File: config.mk
export PLATFORM = sky130hd
export DESIGN_NAME = lwkd_ram
export DESIGN_NICKNAME = d
export VERILOG_FILES = /design/src/sv/lwkd_ram.sv
export SDC_FILE = /design/constraint.sdc
export NUM_CORES = 1
export LEC_CHECK = 0
export ABC_AREA = 1
export BUFFER_PORTS_ARGS = -buffer_cell sky130_fd_sc_hd__buf_2
export CORE_ASPECT_RATIO = 0.8
export CORE_MARGIN = 5
export CORE_UTILIZATION = 45
export CTS_BUF_LIST = sky130_fd_sc_hd__clkbuf_2
export DETAILED_ROUTE_END_ITERATION = 7
export GPL_TIMING_DRIVEN = 0
export SLEW_MARGIN = 20
export SYNTH_ARGS = -nofsm -noshare
export SYNTH_HDL_FRONTEND = slang
export SYNTH_SLANG_ARGS = --single-unit
File: constraint.sdc
create_clock -name clk -period 1.4 [get_ports clk]
set_clock_uncertainty 0.15 [all_clocks]
set_input_delay 0.21 -clock clk [delete_from_list [all_inputs] [get_ports clk]]
set_output_delay 0.21 -clock clk [all_outputs]
set_load 0.1 [all_outputs]
File: src/sv/lwkd_ram.sv
`timescale 1ns / 1ps
// ----------------------------------------------------------------------------
// lwkd_ram
// generic single write port, single read port ram with registered read
// ----------------------------------------------------------------------------
module lwkd_ram #(
  parameter int WIDTH = 8,
  parameter int DEPTH = 16
) (
  input  logic                     clk,
  input  logic                     wr_en,
  input  logic [$clog2(DEPTH)-1:0] wr_addr,
  input  logic [WIDTH-1:0]         wr_data,
  input  logic                     rd_en,
  input  logic [$clog2(DEPTH)-1:0] rd_addr,
  output logic [WIDTH-1:0]         rd_data
);

  logic [WIDTH-1:0] mem [DEPTH];

  always_ff @(posedge clk) begin
    if (wr_en) begin
      mem[wr_addr] <= wr_data;
    end
    if (rd_en) begin
      rd_data <= mem[rd_addr];
    end
  end

endmodule

==> flow_summary.ini <==
[run_status]
outcome = finished, violations left
violations = negative setup slack

[sta]
slew_headroom = 0.5969
period_share = 1.229
drv_slew = 0
fin_crit_ns = 1.720
worst_pin_slew_ns = 0.6040
fmax_ghz = 0.5814
finalSetupViolations = 25
fin_ws_ns = -0.3201
grt_setup_unrepaired = true
hold_viol_final = 0
whs_ns = 0.04715

[synth]
synthTopCellsByArea = edfxtp_1, nand2_1, nand3_1
yosysWarnings = 0
synth_seq_cells = 136
syn_nets = 570
syn_area_per_cell_um2 = 10.61
synth_top_area_frac = 0.6985
yosys.area.top_type = edfxtp_1
netlist_instances = 551
seq_area_frac_synth = 0.6985
synth_cell_type_count = 11
synthesis.area_mm2 = 0.005847

[pwr]
p_sw_mw = 2.126
p_seq_frac = 0.566
p_leak_nw = 2.889
intPower_mw = 6.007
comb_power_share = 0.102
vdd_drop_max_v = 0.0007948
clock_power_share = 0.332
p_per_area_mw_per_mm2 = 1193
power.share.switching = 0.2614

[clock_tree]
htreeDepth = 4
clkTransAtPathRegs_ns = 0.22
clock_sinks = 136
clk_path_buf_depth = 2
cts_tree = yes
insertion_delay_ns = 0.72
numCtsBuffers = 17
root_buffer = clkbuf_2

[setup_path]
critPathMaxFanout = 1
crit_path_start_kind = flop
path_cells = buf_6
cp.depth = 1
crit_buf_inv = 1
path_delay_family = flip-flops
crit_path_end_kind = primary output
r2r_setup_slack_ns = 0.09
worst_ep_arrival_time_ns = 1.36
cp_slowest_stage_delay_ns = 0.44
worstSetupPathType = flop to primary output
crit_slowest_cell = edfxtp_1
cp.required_ns = 1.04
r2r_cells = 6

[placed_design]
preCtsSetupSlack_ns = -0.5043
io_buffers = 23
dp_hpwl_um = 9538
dpl_cell_area_mm2 = 0.006181
place_congestion = 0.8680

[worst_hold_path]
hold_class = input pin to flop
whs_path_depth = 3

[floorplan]
ioPinCount = 27
start_util = 0.4576
die_h_um = 112.0
chipWidth_um = 137.4
core_area_mm2 = 0.01278
dieArea_mm2 = 0.01539
rows = 37

[layout]
areaGrowthSynthToFinish_pct = 16.58
antennaDiodeCount = 0
final_area_mm2 = 0.006817
drive_gt1_frac = 0.1656
nFillCells = 1164
nNetsFinal = 628
final_util = 0.5335

[flow_run]
max_cap_violations = 0

[routing]
drt_iter0_drc = 441
vias = 3978
wl_um = 14650
wl_per_cell_um = 18.39
via_per_inst = 4.991
ant_nets = 0
firstDrtPassIters = 5
drc = 0

[global_route]
antenna_found_initial = 0
grt_pass1_wl_um = 22180
overflow = 0
grt_usage = 0.2012
grt_pass1_vias = 3769
grt_max_degree = 17
==> kinds of logic after synthesis <==
group	synth area share
AND/OR/NAND/NOR	0.2076
flip-flops	0.6985
buffers and inverters	0.09394
==> per-layer routing <==
layer	track usage	up-vias	routed length, um
met5	0	-	0
met4	0.05851	0	147
met3	0.06820	13	1264
met2	0.3014	153	6752
met1	0.2795	1911	6489
li1	-	1901	-
==> timing repair <==
action,4_1_cts,5_1_grt
setup endpoints to repair,8,141
buffers inserted,0,0
hold endpoints to repair,224,24
hold buffers,15,1
resized for setup,16,37
gates cloned,0,0
==> synthesized netlist by cell type <==
| cell | n |
|---|---|
| inv_2 | 2 |
| nand3b_1 | 2 |
| buf_2 | 13 |
| buf_6 | 6 |
| nand3_1 | 97 |
| buf_4 | 4 |
| nor2_1 | 17 |
| buf_1 | 1 |
| nand2_1 | 173 |
| inv_1 | 100 |
| edfxtp_1 | 136 |
==> flip-flops by register name (all words and copies together) (netlist names) <==
register	flops
rd_data	8
mem	128
==> cells in the final DEF, fill, tap and decap left out, types with 4 or more instances in the layout <==
| cell type | count |
|---|---|
| buf_2 | 28 |
| buf_4 | 4 |
| buf_6 | 14 |
| bufinv_16 | 4 |
| clkbuf_2 | 18 |
| clkinv_4 | 5 |
| dlygate4sd3_1 | 15 |
| edfxtp_1 | 136 |
| inv_1 | 99 |
| nand2_1 | 172 |
| nand3_1 | 92 |
| nand3_2 | 5 |
| nor2_4 | 13 |
==> final cells by class <==
type,count,area (um2),area share
sequential,136,4084,0.5991
multi-input combinational,289,1346,0.1975
inverter,102,382.9,0.05617
timing repair buffer,39,327.8,0.04809
tap,175,219.0,0.03212
clock inverter,14,200.2,0.02937
buffer,24,166.4,0.02441
clock buffer,18,90.09,0.01322
==> metrics by stage <==
stage | cells | power, mW | TNS [ns]
floorplan | 551 | 5.157 | 0
global placement | 749 | 5.414 | -43.57
detailed placement | 749 | 5.428 | -46.35
CTS | 796 | 8.123 | -16.20
global route | 797 | 8.420 | -3.322
finish | 797 | 8.133 | -2.922
==> power groups by stage <==
| stage | clock network [mW] | logic, mW | registers [mW] |
|---|---|---|---|
| 2_1_floorplan | 0 | 0.322 | 4.84 |
| 3_3_place_gp | 0 | 0.723 | 4.69 |
| 4_1_cts | 2.72 | 0.791 | 4.61 |
| 5_1_grt | 2.91 | 0.894 | 4.62 |
| 6_report | 2.70 | 0.828 | 4.61 |
| 3_5_place_dp | 0 | 0.733 | 4.70 |
==> worst paths after layout <==
| path | start | to |
|---|---|---|
| worst max-delay path | rd_data[1] | rd_data[1] |
| worst min-delay path | wr_en | mem[2][2] |
| worst max register to register | mem[1][6] | rd_data[6] |
| worst min register to register | mem[4][2] | rd_data[2] |
==> worst register-to-register path, cell delays in order, from the launching register on <==
cell	delay, ns
edfxtp_1	0.41
inv_1	0.06
nand2_1	0.04
nand3_1	0.07
nand3_1	0.16
nand3_1	0.12
nand2_1	0.08
Note: power is estimated with default switching activity, not from simulation.
