$ cat src/sv/lwkd_pkg.sv
`timescale 1ns / 1ps
// ----------------------------------------------------------------------------
// lwkd_pkg
// shared constants, types and sequencer states for the k-distinct window block
// ----------------------------------------------------------------------------
package lwkd_pkg;

  localparam int MAX_LEN  = 1024;
  localparam int ALPHABET = 26;

  localparam int LETTER_W = 5;
  localparam int TARGET_W = 5;
  localparam int DIST_W   = 5;
  localparam int POS_W    = $clog2(MAX_LEN + 1);
  localparam int HIST_AW  = $clog2(MAX_LEN);
  localparam int CNT_AW   = $clog2(ALPHABET);
  localparam int CNT_W    = 11;
  localparam int LEN_W    = 12;

  typedef enum logic [2:0] {
    ST_IDLE,
    ST_COUNT,
    ST_CHECK,
    ST_HIST,
    ST_DEC,
    ST_SCORE,
    ST_EMIT
  } state_t;

  // request from the sequencer to the letter count store
  typedef struct packed {
    logic              rd_en;
    logic [CNT_AW-1:0] rd_addr;
    logic              wr_en;
    logic [CNT_AW-1:0] wr_addr;
    logic [CNT_W-1:0]  wr_data;
    logic              clear;
  } cnt_req_t;

endpackage

$ cat src/sv/lwkd_ram.sv
`timescale 1ns / 1ps
// ----------------------------------------------------------------------------
// lwkd_ram
// generic single write port, single read port ram with registered read
// ----------------------------------------------------------------------------
module lwkd_ram #(
  parameter int WIDTH = 8,
  parameter int DEPTH = 16
) (
  input  logic                     clk,
  input  logic                     wr_en,
  input  logic [$clog2(DEPTH)-1:0] wr_addr,
  input  logic [WIDTH-1:0]         wr_data,
  input  logic                     rd_en,
  input  logic [$clog2(DEPTH)-1:0] rd_addr,
  output logic [WIDTH-1:0]         rd_data
);

  logic [WIDTH-1:0] mem [DEPTH];

  always_ff @(posedge clk) begin
    if (wr_en) begin
      mem[wr_addr] <= wr_data;
    end
    if (rd_en) begin
      rd_data <= mem[rd_addr];
    end
  end

endmodule

$ cat src/sv/lwkd_count_store.sv
`timescale 1ns / 1ps
// ----------------------------------------------------------------------------
// lwkd_count_store
// per-letter counts in ram, with one valid bit per letter so a clear is instant
// ----------------------------------------------------------------------------
module lwkd_count_store (
  input  logic                       clk,
  input  logic                       rst,
  input  lwkd_pkg::cnt_req_t         req,
  output logic [lwkd_pkg::CNT_W-1:0] rd_data
);

  logic [lwkd_pkg::ALPHABET-1:0] valid;
  logic                          rd_valid;
  logic [lwkd_pkg::CNT_W-1:0]    ram_data;

  lwkd_ram #(
    .WIDTH (lwkd_pkg::CNT_W),
    .DEPTH (lwkd_pkg::ALPHABET)
  ) u_cnt_ram (
    .clk     (clk),
    .wr_en   (req.wr_en),
    .wr_addr (req.wr_addr),
    .wr_data (req.wr_data),
    .rd_en   (req.rd_en),
    .rd_addr (req.rd_addr),
    .rd_data (ram_data)
  );

  always_ff @(posedge clk) begin
    if (rst || req.clear) begin
      valid <= '0;
    end else if (req.wr_en) begin
      valid[req.wr_addr] <= 1'b1;
    end
  end

  always_ff @(posedge clk) begin
    if (req.rd_en) begin
      rd_valid <= valid[req.rd_addr];
    end
  end

  // a letter never written since the last clear counts as zero
  assign rd_data = rd_valid ? ram_data : '0;

endmodule
$ cat config.mk
export PLATFORM = sky130hd
export DESIGN_NAME = lwkd_count_store
export DESIGN_NICKNAME = d
export VERILOG_FILES = /design/src/sv/lwkd_pkg.sv /design/src/sv/lwkd_ram.sv /design/src/sv/lwkd_count_store.sv
export SDC_FILE = /design/constraint.sdc
export NUM_CORES = 1
export LEC_CHECK = 0
export BUFFER_PORTS_ARGS = -buffer_cell sky130_fd_sc_hd__buf_4
export CAP_MARGIN = 20
export CORE_MARGIN = 5
export CORE_UTILIZATION = 62
export CTS_BUF_LIST = sky130_fd_sc_hd__clkbuf_4 sky130_fd_sc_hd__clkbuf_8
export CTS_CLUSTER_DIAMETER = 150
export CTS_CLUSTER_SIZE = 28
export DETAILED_ROUTE_END_ITERATION = 10
export PLACE_DENSITY = 0.9
export SLEW_MARGIN = 15
export SYNTH_ARGS = -nofsm -noshare
export SYNTH_HDL_FRONTEND = slang
export SYNTH_SLANG_ARGS = --single-unit
$ cat constraint.sdc
create_clock -name clk -period 3.44 [get_ports clk]
set_input_delay 0.172 -clock clk [delete_from_list [all_inputs] [get_ports clk]]
set_output_delay 0.172 -clock clk [all_outputs]
set_load 0.005 [all_outputs]
==> impl_metrics.csv, run 1 <==
group,metric,value,unit
die,rows,51,
global_route,grt-ovfl-total,0,
layout,area_delta_synth_final,7.36,%
hold_path,hp-class,"input pin to flop",
logic_synthesis,synthTopCellsByArea,"edfxtp_1, mux4_2, mux2i_1",
clock_tree,clkTransAtPathRegs,0.16,ns
layout,final_common_cell,"edfxtp_1",
layout,final_nets,720,
drt,vias,6567,
layout,multiInputGateArea,0.00279,mm2
logic_synthesis,avgSynthCellArea,19.2,um2
logic_synthesis,yosysSeqAreaShare,76.0,%
layout,fin_cells,966,
sta,whs,0.0137,ns
worst_setup_path,worstSetupStartpointType,"input pin",
drt,drc,0,
logic_synthesis,ys_types,29,
worst_setup_path,crit_path_max_incr_delay,0.57,ns
die,dieWidth,152,um
worst_setup_path,path_delay_family,"buffers and inverters",
logic_synthesis,yosys.area.top_type,"edfxtp_1",
sta,fin_setup_tns,0,ns
worst_setup_path,cp_num_buf_inv,2,
global_route,gr-usage-all-layers,24.7,%
logic_synthesis,yosys_warnings,0,
sta,slew_headroom,24.7,%
die,start_util,63.4,%
sta,finalCritPeriodShare,52.9,%
worst_setup_path,cp_max_fo,33,
sta,max_freq,0.550,GHz
clock_tree,clock_path_buffers,3,
drt,wl_met1,9830,um
placed_design,detailed_place_hpwl,18000,um
logic_synthesis,yosys_register_bits,324,
worst_setup_path,cp-end-kind,"flop",
sta,tightest_slew,1.13,ns
clock_tree,htree_levels,1,
drt,dr.pass1.iters,5,
layout,fin_area,0.0134,mm2
placed_design,place_area,0.0131,mm2
pwr,p_leak,4.37,nW
logic_synthesis,synth_top_area_share,71.8,%
sta,maxSlewViolCount,0,
sta,hold_viol_final,0,
die,fp.dieArea,0.0230,mm2
layout,final_cell_mix,"edfxtp_1, buf_4, mux2i_1",
clock_tree,cts.hold.buffers_added,1,
global_route,grt_pass1_wl,41200,um
placed_design,port_buffers,36,
worst_setup_path,critPathKind,"input pin to flop",
drt,drt_first_iter_violations,880,
pwr,power.total,6.34,mW
global_route,antenna_found_initial,0,
layout,seqCellArea,0.00947,mm2
clock_tree,ctsResizeCount,0,
die,die_h,152,um
clock_tree,cts_sinks,324,
clock_tree,clk_latency,0.54,ns
sta,rsz0062_at_grt,"no",
worst_setup_path,cpMaxStageDelayCell,"buf_4",
sta,setup_violations,0,
global_route,grt_start_max_net_pins,42,
drt,wl_met3,2900,um
layout,antenna_cells,0,
placed_design,routabilityCongestion,0.863,
drt,top_layer,"met4",
drt,vias_per_cell,6.80,
pwr,max-vdd-ir-drop,278,uV
sta,min_period,1.82,ns
sta,skew,0.0286,ns
drt,detail-route-antenna-nets,0,
worst_setup_path,required,3.74,ns
clock_tree,cts-root-buf,"clkbuf_8",
worst_setup_path,arrival,2.12,ns
worst_setup_path,path_cells,"buf_4 > buf_4 > mux2i_1 > a22oi_1 > nand3_1 > o211ai_1",
clock_tree,cts_buffers,15,
die,io_pins,37,
logic_synthesis,syn-cell-area,0.0125,mm2
drt,wire_per_inst,28.2,um
global_route,grt_pass1_vias,6567,
drt,drt-total-wl,27200,um
outcome,status,"completed",
worst_setup_path,cpMostUsedCell,"buf_4",
drt,wl_met2,13500,um
layout,fillers,1218,
layout,drive_gt1_share,20.4,%
logic_synthesis,synth_nets,675,
placed_design,dp.cells,939,
flow_run,maxCapViolations,0,
clock_tree,postCtsSetupBuffers,0,
clock_tree,cts_tree,"yes",
die,coreArea,0.0197,mm2
logic_synthesis,syn_inst,649,
pwr,power_density,474,mW/mm2
worst paths after layout:
check	slack (ns)	start	to	cells past startpoint
max	1.62	req[20]	u_cnt_ram.rd_data[3]$_DFFE_PP_	6
min	0.01	rst	valid[24]$_SDFFE_PP0P_	3
max reg2reg	1.66	valid[15]$_SDFFE_PP0P_	rd_valid$_DFFE_PP_	4
min reg2reg	0.49	valid[24]$_SDFFE_PP0P_	valid[24]$_SDFFE_PP0P_	1
kinds of logic (layout without fill, tap and decap cells):
logic type      count (synthesis)  after routing  share of synthesized area [%]
compound gates                 85             85                           4.98
buf+inv                        37             89                           1.70
flops                         324            324                           76.0
mux                           109            109                           13.7
simple gates                   94             94                           3.61
cells in the mapped netlist (all sizes together):
library cell	instances
edfxtp	298
mux2i	57
mux4	49
a22oi	33
nor2	30
dfxtp	26
o21a	26
nand2	23
buf	21
clkbuf	15
nand3	13
and2	12
o22ai	12
o211ai	11
nand3b	5
mux2	3
nor2b	3
or3b	3
nor3	2
a221oi	1
a31oi	1
inv	1
nand2b	1
o21ai	1
or2	1
or3	1
metal layers:
layer	track usage (%)	up-vias
li1	-	2687
met1	34.2	3322
met2	40.2	469
met5	0	-
met4	8.63	0
met3	4.58	89
cell type report:
| class | instances | share of cell area, % |
|---|---|---|
| sequential | 324 | 70.8 |
| multi-input combinational | 288 | 20.9 |
| timing repair buffer | 64 | 3.74 |
| tap | 265 | 2.48 |
| clock buffer | 23 | 1.99 |
| clock inverter | 1 | 0.122 |
| inverter | 1 | 0.0281 |
stage by stage:
step / setup slack (ns) / util, %
2_1_floorplan: 1.73 / -
3_3_place_gp: 1.11 / 66.2
3_5_place_dp: 1.05 / 66.5
4_1_cts: 1.62 / 68.0
5_1_grt: 1.45 / 68.1
6_report: 1.62 / 68.1
sequential cells by signal, indices dropped and copies added (netlist names):
name	flops
u_cnt_ram.mem	286
valid	26
u_cnt_ram.rd_data	11
rd_valid	1
worst reg2reg max path, stage by stage (launching register included):
cell	delay [ns]
dfxtp_1	0.34
mux4_2	0.45
mux2_2	0.29
o22ai_1	0.39
a31oi_1	0.07
report_power, final:
| group | total, mW | switching [mW] | internal, mW |
|---|---|---|---|
| clock network | 1.57 | 1.06 | 0.511 |
| registers | 4.37 | 0.0207 | 4.35 |
| logic | 0.402 | 0.250 | 0.152 |
No activity file was read; power rests on OpenSTA's default activity.
==> run 2, diff against run 1 <==
Clock period 3.44 ns to 1.81 ns, I/O delays scaled along.
==> run 2 against run 1 <==
Compared with the run above: critical path depth down 1; wire length down 2.2%; cell count up 4.7%; global-route usage down 0.84 points; final area up 3.2%; highest routed layer unchanged; die area unchanged; largest cell class unchanged; critical endpoint is now u_cnt_ram.rd_data[0]$_DFFE_PP_; first-iteration DRC count down 0.68%; flip-flop and latch count unchanged.
==> impl_metrics.csv, run 2 (same netlist as run 1, synthesis figures left out) <==
group,metric,value,unit
layout,fillers,1178,
worst_setup_path,required,2.19,ns
drt,drt-total-wl,26600,um
hold_path,hp-class,"input pin to flop",
clock_tree,cts_buffers,15,
worst_setup_path,path_cells,"dlygate4sd3_1 > buf_4 > nor2b_1 > nand3_1 > o211ai_1",
placed_design,dpl_worst_slack,-0.0874,ns
pwr,power_density,882,mW/mm2
layout,fin_area,0.0138,mm2
drt,dr.pass1.iters,5,
die,die_h,152,um
sta,hold_viol_final,0,
worst_setup_path,r2r_slack,0.14,ns
placed_design,place_area,0.0134,mm2
worst_setup_path,cp-end-kind,"flop",
global_route,grt-ovfl-total,0,
placed_design,detailed_place_hpwl,17800,um
clock_tree,clk_latency,0.55,ns
global_route,grt_start_max_net_pins,30,
layout,largest_register_ffs,286,
die,fp.dieArea,0.0230,mm2
worst_setup_path,reg2reg_to,"u_cnt_ram.rd_data[8]$_DFFE_PP_",
placed_design,dp.cells,973,
sta,maxSlewViolCount,0,
clock_tree,postCtsSetupBuffers,0,
clock_tree,ctsResizeCount,0,
layout,final_cell_mix,"edfxtp_1, buf_4, mux2i_1",
die,start_util,63.4,%
clock_tree,cts_sinks,324,
worst_setup_path,setup.worst_path.end,"u_cnt_ram.rd_data[0]$_DFFE_PP_",
worst_setup_path,cpMaxStageDelayCell,"nor2b_1",
sta,slew_headroom,47.7,%
drt,vias_per_cell,6.52,
sta,setup_ws,0.0495,ns
layout,fin_cells,1011,
drt,drc,0,
drt,wire_per_inst,26.3,um
outcome,status,"completed",
worst_setup_path,worstSetupStartpointType,"input pin",
worst_setup_path,critPathKind,"input pin to flop",
die,coreArea,0.0197,mm2
worst_setup_path,cp_max_fo,17,
die,io_pins,37,
worst_setup_path,arrival,2.14,ns
global_route,grt_pass1_vias,6535,
global_route,grt_pass1_wl,39900,um
clock_tree,cts.hold.buffers_added,13,
die,dieWidth,152,um
clock_tree,htree_levels,1,
pwr,max-vdd-ir-drop,683,uV
layout,drive_gt1_share,23.6,%
layout,area_delta_synth_final,10.8,%
clock_tree,cts_tree,"yes",
hold_path,whs_path_depth,4,
layout,final_nets,764,
sta,skew,0.0318,ns
clock_tree,cts-root-buf,"clkbuf_8",
sta,fin_setup_tns,0,ns
layout,reg_top3,"u_cnt_ram.mem: 286 flops, valid: 26 flops, u_cnt_ram.rd_data: 11 flops",
clock_tree,clkTransAtPathRegs,0.15,ns
pwr,power.total,12.2,mW
placed_design,port_buffers,36,
layout,antenna_cells,0,
layout,multiInputGateArea,0.00279,mm2
sta,tightest_slew,0.783,ns
drt,drt_first_iter_violations,874,
global_route,antenna_found_initial,0,
sta,max_freq,0.568,GHz
layout,seqCellArea,0.00947,mm2
worst_setup_path,r2r-start,"u_cnt_ram.mem[4][8]$_DFFE_PP_",
die,rows,51,
worst_setup_path,crit_path_max_incr_delay,0.66,ns
flow_run,maxCapViolations,0,
sta,min_period,1.76,ns
global_route,gr-usage-all-layers,23.8,%
layout,final_common_cell,"edfxtp_1",
drt,detail-route-antenna-nets,0,
drt,vias,6588,
pwr,p_leak,4.62,nW
sta,rsz0062_at_grt,"no",
worst_setup_path,crit_path_start,"req[22]",
layout,regMostFlops,"u_cnt_ram.mem",
clock_tree,clock_path_buffers,3,
sta,finalCritPeriodShare,97.3,%
sta,setup_violations,0,
worst_setup_path,reg2reg_depth,3,
placed_design,routabilityCongestion,0.868,
## run 2: how the worst min path moves through the flow
stage | slack [ns] | from | to
2_1_floorplan | 0.19 | req[1] | u_cnt_ram.mem[0][0]$_DFFE_PP_
3_3_place_gp | 0.44 | valid[25]$_SDFFE_PP0P_ | valid[25]$_SDFFE_PP0P_
3_5_place_dp | 0.45 | valid[9]$_SDFFE_PP0P_ | valid[9]$_SDFFE_PP0P_
4_1_cts | 0.02 | rst | valid[23]$_SDFFE_PP0P_
5_1_grt | 0.01 | rst | valid[20]$_SDFFE_PP0P_
6_report | 0.03 | rst | valid[9]$_SDFFE_PP0P_
## run 2: area by class of cell
type,instances,area share [%]
clock buffers,24,1.98
inverters,1,0.0272
well taps,265,2.40
flip-flops and latches,324,68.6
multi-input cells,288,20.2
repair buffers,108,6.74
clock inverters,1,0.118
## run 2: worst max-delay path: cells and delay by family
family | cells | cell delay [ns]
and+or+nand+nor | 2 | 1.03
buffers and inverters | 2 | 0.77
AOI/OAI and AO/OA | 1 | 0.24
## run 2: power breakdown
group / total, mW / switching [mW] / internal, mW
clock: 3.04 / 2.05 / 0.992
combinational: 0.826 / 0.477 / 0.349
sequential: 8.31 / 0.0381 / 8.27
total: 12.2 / 2.56 / 9.61
## run 2: stage by stage
stage	util [%]	hold WS, ns
after global routing	70.3	0.0118
after floorplan	-	0.189
final	70.3	0.0328
after global placement	68.1	0.442
after CTS	70.3	0.0182
after detailed placement	68.1	0.450
## run 2: per-layer routing
layer | track usage [%] | up-vias | wire (um)
met5 | 0 | - | 0
met4 | 6.42 | 0 | 726
met3 | 2.86 | 51 | 2410
met2 | 38.4 | 417 | 13100
met1 | 35.5 | 3339 | 10400
li1 | - | 2781 | -
